--- src/sv/hpr_pkg.sv ---
// Package for the horizontal polyphase resampler.
// Holds sizes, opcodes, register indexes, state and control types.
// No dependencies; every other file depends on it.
package hpr_pkg;

	// Sizes of the stores and the arithmetic.
	localparam int MAX_TAPS    = 8;
	localparam int ROW_LENGTH  = 4096;
	localparam int COEFF_WIDTH = 16;
	localparam int PHASES      = 256;
	localparam int BANK_DEPTH  = PHASES * MAX_TAPS;
	localparam int BANK_AW     = $clog2(BANK_DEPTH);
	localparam int ROW_AW      = $clog2(ROW_LENGTH);
	localparam int TAPS_W      = $clog2(MAX_TAPS + 1);
	localparam int PROD_W      = COEFF_WIDTH + 9;
	localparam int ACC_W       = PROD_W + $clog2(MAX_TAPS) + 1;
	localparam int FRAC_BITS   = 14;
	localparam int ROUND_INIT  = 'h2000;

	// Field widths of the channels and the register port.
	localparam int ADDR_W  = 12;
	localparam int PIX_W   = 24;
	localparam int POS_W   = 28;
	localparam int STEP_W  = 24;
	localparam int OWID_W  = 13;
	localparam int CNT_W   = 12;
	localparam int PADDR_W = 4;

	typedef enum logic [1:0] {
		OP_LOAD_COEFF = 2'd0,
		OP_LOAD_PIXEL = 2'd1,
		OP_SET_POS    = 2'd2,
		OP_EMIT       = 2'd3
	} opcode_t;

	typedef enum logic [1:0] {
		REG_TAPS      = 2'd0,
		REG_STEP      = 2'd1,
		REG_OUT_WIDTH = 2'd2,
		REG_NONE      = 2'd3
	} reg_index_t;

	typedef enum logic [1:0] {
		ST_IDLE,
		ST_RUN,
		ST_WAIT
	} state_t;

	// Control that travels with one tap from the sequencer to the MAC.
	typedef struct packed {
		logic start;
		logic valid;
		logic first;
		logic last;
	} mac_ctl_t;

endpackage

--- src/sv/hpr_mac.sv ---
// Three-channel multiply-accumulate with rounding, shift and clamp.
// Depends on hpr_pkg for widths and the mac_ctl_t control struct.
module hpr_mac (
	input  logic                                  clk,
	input  logic                                  arst_n,
	input  hpr_pkg::mac_ctl_t                     ctl,
	input  logic [hpr_pkg::PIX_W-1:0]             pixel,
	input  logic signed [hpr_pkg::COEFF_WIDTH-1:0] coeff,
	output logic                                  done,
	output logic [hpr_pkg::PIX_W-1:0]             result
);
	import hpr_pkg::*;

	logic signed [PROD_W-1:0] prod_s2 [3];
	logic                     valid_s2, first_s2, last_s2;
	logic signed [ACC_W-1:0]  acc_q [3];
	logic                     done_q;

	function automatic logic [7:0] clamp_ch(input logic signed [ACC_W-1:0] acc);
		logic signed [ACC_W-1:0] sh;
		sh = acc >>> FRAC_BITS;
		if (acc < 0) begin
			return 8'd0;
		end else if (|sh[ACC_W-1:8]) begin
			return 8'hff;
		end else begin
			return sh[7:0];
		end
	endfunction

	// Product stage: channel times coefficient, one register.
	always_ff @(posedge clk) begin
		for (int c = 0; c < 3; c++) begin
			prod_s2[c] <= PROD_W'(signed'({1'b0, pixel[c*8 +: 8]})) * PROD_W'(coeff);
		end
	end

	always_ff @(posedge clk or negedge arst_n) begin
		if (!arst_n) begin
			valid_s2 <= 1'b0;
			first_s2 <= 1'b0;
			last_s2  <= 1'b0;
		end else begin
			valid_s2 <= ctl.valid;
			first_s2 <= ctl.first;
			last_s2  <= ctl.last;
		end
	end

	// Accumulate; the first tap reloads from the rounding constant.
	always_ff @(posedge clk) begin
		if (valid_s2) begin
			for (int c = 0; c < 3; c++) begin
				if (first_s2) begin
					acc_q[c] <= ACC_W'(ROUND_INIT) + ACC_W'(prod_s2[c]);
				end else begin
					acc_q[c] <= acc_q[c] + ACC_W'(prod_s2[c]);
				end
			end
		end
	end

	// Done stays high from the last tap until the next item starts.
	always_ff @(posedge clk or negedge arst_n) begin
		if (!arst_n) begin
			done_q <= 1'b0;
		end else if (ctl.start) begin
			done_q <= 1'b0;
		end else if (valid_s2 && last_s2) begin
			done_q <= 1'b1;
		end
	end

	assign done   = done_q;
	assign result = {clamp_ch(acc_q[2]), clamp_ch(acc_q[1]), clamp_ch(acc_q[0])};

endmodule

--- config.mk ---
export PLATFORM = sky130hd
export DESIGN_NAME = hpr_mac
export DESIGN_NICKNAME = d
export VERILOG_FILES = /design/src/sv/hpr_pkg.sv /design/src/sv/hpr_mac.sv
export SDC_FILE = /design/constraint.sdc
export NUM_CORES = 1
export LEC_CHECK = 0
export ABC_AREA = 1
export BUFFER_PORTS_ARGS = -buffer_cell sky130_fd_sc_hd__buf_2
export CORE_UTILIZATION = 49
export DETAILED_ROUTE_END_ITERATION = 12
export GPL_ROUTABILITY_DRIVEN = 0
export PLACE_DENSITY = 0.65
export SKIP_CTS_REPAIR_TIMING = 1
export SLEW_MARGIN = 20
export SYNTH_ARGS = -nofsm -noshare
export SYNTH_HDL_FRONTEND = slang
export SYNTH_SLANG_ARGS = --single-unit
--- constraint.sdc ---
create_clock -name clk -period 8.69 [get_ports clk]
set_clock_uncertainty 0.05 [all_clocks]
set_input_delay 2.607 -clock clk [delete_from_list [all_inputs] [get_ports clk]]
set_output_delay 2.607 -clock clk [all_outputs]
set_load 0.005 [all_outputs]
==> flow_metrics.py <==
metrics = {
    "outcome": {
        "status": "finished, final reports clean",
    },
    "global_routing": {
        "grt_max_degree": 76,
        "antenna_found_initial": 1,
        "grt.total_usage_pct": 24.26,
        "overflow": 0,
        "grt_first_pass_wirelength_um": 110900,
        "grt_pass1_vias": 22400,
    },
    "placed_design": {
        "pre_cts_slack_ns": 1.642,
        "placed_cells": 4633,
        "dp_hpwl_um": 53740,
        "port_buffers": 70,
    },
    "logic_synthesis": {
        "synth.cell_area_sq_um": 27160,
        "synth_edf_count": 87,
        "synth_cell_types": 46,
        "yosysTopAreaCell": "fa_1",
        "ys.flop_type": "edfxtp_1",
        "synthTopCellsByCount": "1270 x nand2_1, 1032 x inv_1, 309 x fa_1",
        "syn-num-nets": 4557,
        "synth.ff_latch_count": 166,
        "async_flop_share_pct": 2.410,
        "synth_most_common_cell": "nand2_1",
        "syn_area_per_cell_sq_um": 6.850,
        "synth_top_area_share_pct": 22.78,
        "synthTopCellsByArea": "fa_1 23%, nand2_1 18%, inv_1 14%, ha_1 11%, edfxtp_1 9.6%",
        "ys_warn_count": 0,
        "syn_inst": 3965,
        "synth-seq-area-share_pct": 15.52,
    },
    "cts": {
        "clk_latency_ns": 0.45,
        "cts_tree": "yes",
        "cts.sinks": 166,
        "cts_root_buf": "clkbuf_16",
        "clk_pin_slew_worst_paths_ns": 0.07,
        "numCtsBuffers": 17,
        "htreeDepth": 4,
        "cts_buffer_depth": 2,
    },
    "critical_path": {
        "reg2reg_from": "valid_s2",
        "r2r_cells": 7,
        "startpoint_type": "input pin",
        "ff2ff_setup_slack_ns": 5.33,
        "path_class": "in2reg",
        "timing.rr.end": "acc_q[0][26]",
        "required_ns": 9.01,
        "end_kind": "register",
        "cp_max_fo": 24,
        "critPathArrivalTime_ns": 6.91,
    },
    "sta": {
        "fin_tns_setup_ns": 0,
        "period_share_pct": 75.82,
        "relSlewSlack_pct": 43.00,
        "setup_viol": 0,
        "tightest_slew_ns": 0.8549,
        "fmax_ghz": 0.1518,
        "finalMaxSlewViolations": 0,
        "holdWs_ns": 0.4537,
        "setup_ws_ns": 2.101,
        "rsz0062_at_grt": "no",
        "finalHoldViolations": 0,
        "period_needed_ns": 6.589,
    },
    "detailed_routing": {
        "drt-initial-drc-count": 1576,
        "dr.pass1.iters": 5,
        "route.vias.total": 22980,
        "viasPerCell": 4.925,
        "drt-total-wl_um": 65510,
        "wl_per_cell_um": 14.04,
        "ant_nets": 0,
        "drc_errors": 0,
    },
    "die": {
        "pin_count": 71,
        "die_h_um": 237.4,
        "num_rows": 85,
        "die_area_sq_um": 56370,
        "start_util_pct": 50.07,
        "die_w_um": 237.4,
        "core_area_sq_um": 54240,
    },
    "hold_path": {
        "whs_path_depth": 2,
        "min_from": "done",
        "min_path_type": "reg2reg",
        "min_to": "done",
    },
    "power": {
        "vdd_ir_drop_max_mv": 0.1656,
        "power_density_nw_per_um2": 357.0,
        "p_leak_nw": 17.16,
    },
    "finish": {
        "multi_input_area_sq_um": 18680,
        "final_core_util_pct": 52.75,
        "drive_gt1_share_pct": 3.704,
        "area_growth_pct": 5.348,
        "layout.nets": 4548,
        "seqCellArea_sq_um": 4218,
        "nFillCells": 5464,
        "stdcell_count": 4666,
    },
    "job": {
        "maxCapViolCount": 0,
    },
}
worst max-delay path by stage:
stage / to / slack (ns) / startpoint
2_1_floorplan: prod_s2[0][43] / 2.08 / pixel[8]
3_3_place_gp: prod_s2[0][21] / 1.72 / coeff[15]
3_5_place_dp: prod_s2[0][46] / 1.64 / coeff[15]
4_1_cts: prod_s2[0][46] / 2.11 / coeff[15]
5_1_grt: prod_s2[0][46] / 1.76 / coeff[15]
6_report: prod_s2[0][46] / 2.10 / coeff[15]
report_power, final:
part	switching (mW)	total, mW	internal (mW)
logic	4.97	7.84	2.88
registers	0.341	1.61	1.27
clock network	0.377	0.764	0.387
worst max-delay path: stages:
cell and delay [ns]:
buf_2 0.43, nand2_1 0.23, fa_1 0.74, inv_1 0.09, fa_1 0.46, fa_1 0.54, inv_1 0.05, fa_1 0.47
inv_1 0.04, ha_1 0.37, nand2_1 0.10, inv_1 0.08, nand2_1 0.06, nor3_1 0.21, nand4_1 0.13, nand3_1 0.12
xor2_1 0.16
placed cells by master (no fill, tap or decap), drive strengths merged, types with 2 or more instances in the layout:
master	Yosys	routed
nand2	1272	1272
inv	1034	1043
fa	309	309
ha	237	237
nor2	206	206
nand3	177	177
a21oi	149	149
o21ai	90	90
edfxtp	87	87
dfxtp	75	75
buf	10	73
xnor2	59	59
xor2	44	44
nand4	32	32
nand3b	22	22
clkbuf	91	18
a21o	13	13
o21bai	12	12
nor3	11	11
or2	7	7
nor4	7	7
clkinv	0	5
o21a	4	4
a21boi	4	4
dfrtp	4	4
a211oi	2	2
o22ai	2	2
layout make-up:
class | count | share of cell area (%)
multi-input cells | 2664 | 65.29
flip-flops and latches | 166 | 14.74
inverters | 1034 | 13.56
well taps | 696 | 3.044
clock buffers | 18 | 1.500
repair buffers | 73 | 1.303
clock inverters | 14 | 0.5510
diodes | 1 | 0.008746
state kept, by name, summed over array words and instances (netlist names):
name / count
prod_s2: 75
done: 1
valid_s2: 1
last_s2: 1
first_s2: 1
acc_q: 87
kinds of logic (layout without fill, tap and decap cells):
logic type,count (synthesis),after routing,share of synthesized area (%)
AOI/OAI and AO/OA,278,278,5.570
xor gates and xnor gates,103,103,3.322
adders and majority gates,546,546,33.69
buffers and inverters,1135,1139,15.73
DFF,166,166,15.52
other,0,1,0
and+or+nand+nor,1737,1737,26.17
per-stage QoR:
step	total power, mW	cell area (sq um)
after floorplan	7.484	27160
after global placement	9.314	28020
after detailed placement	9.373	28020
after CTS	10.18	28610
after global routing	11.49	28610
final	10.21	28610
metal layers:
metal  vias up  global-route usage, %  wire, um
met4         0                  5.591      1091
met3        71                  2.671      3090
li1      11750                      -         -
met5         -                      0         0
met1     10660                  35.78     33260
met2       499                  38.05     28070
(Power assumes the default switching activity.)
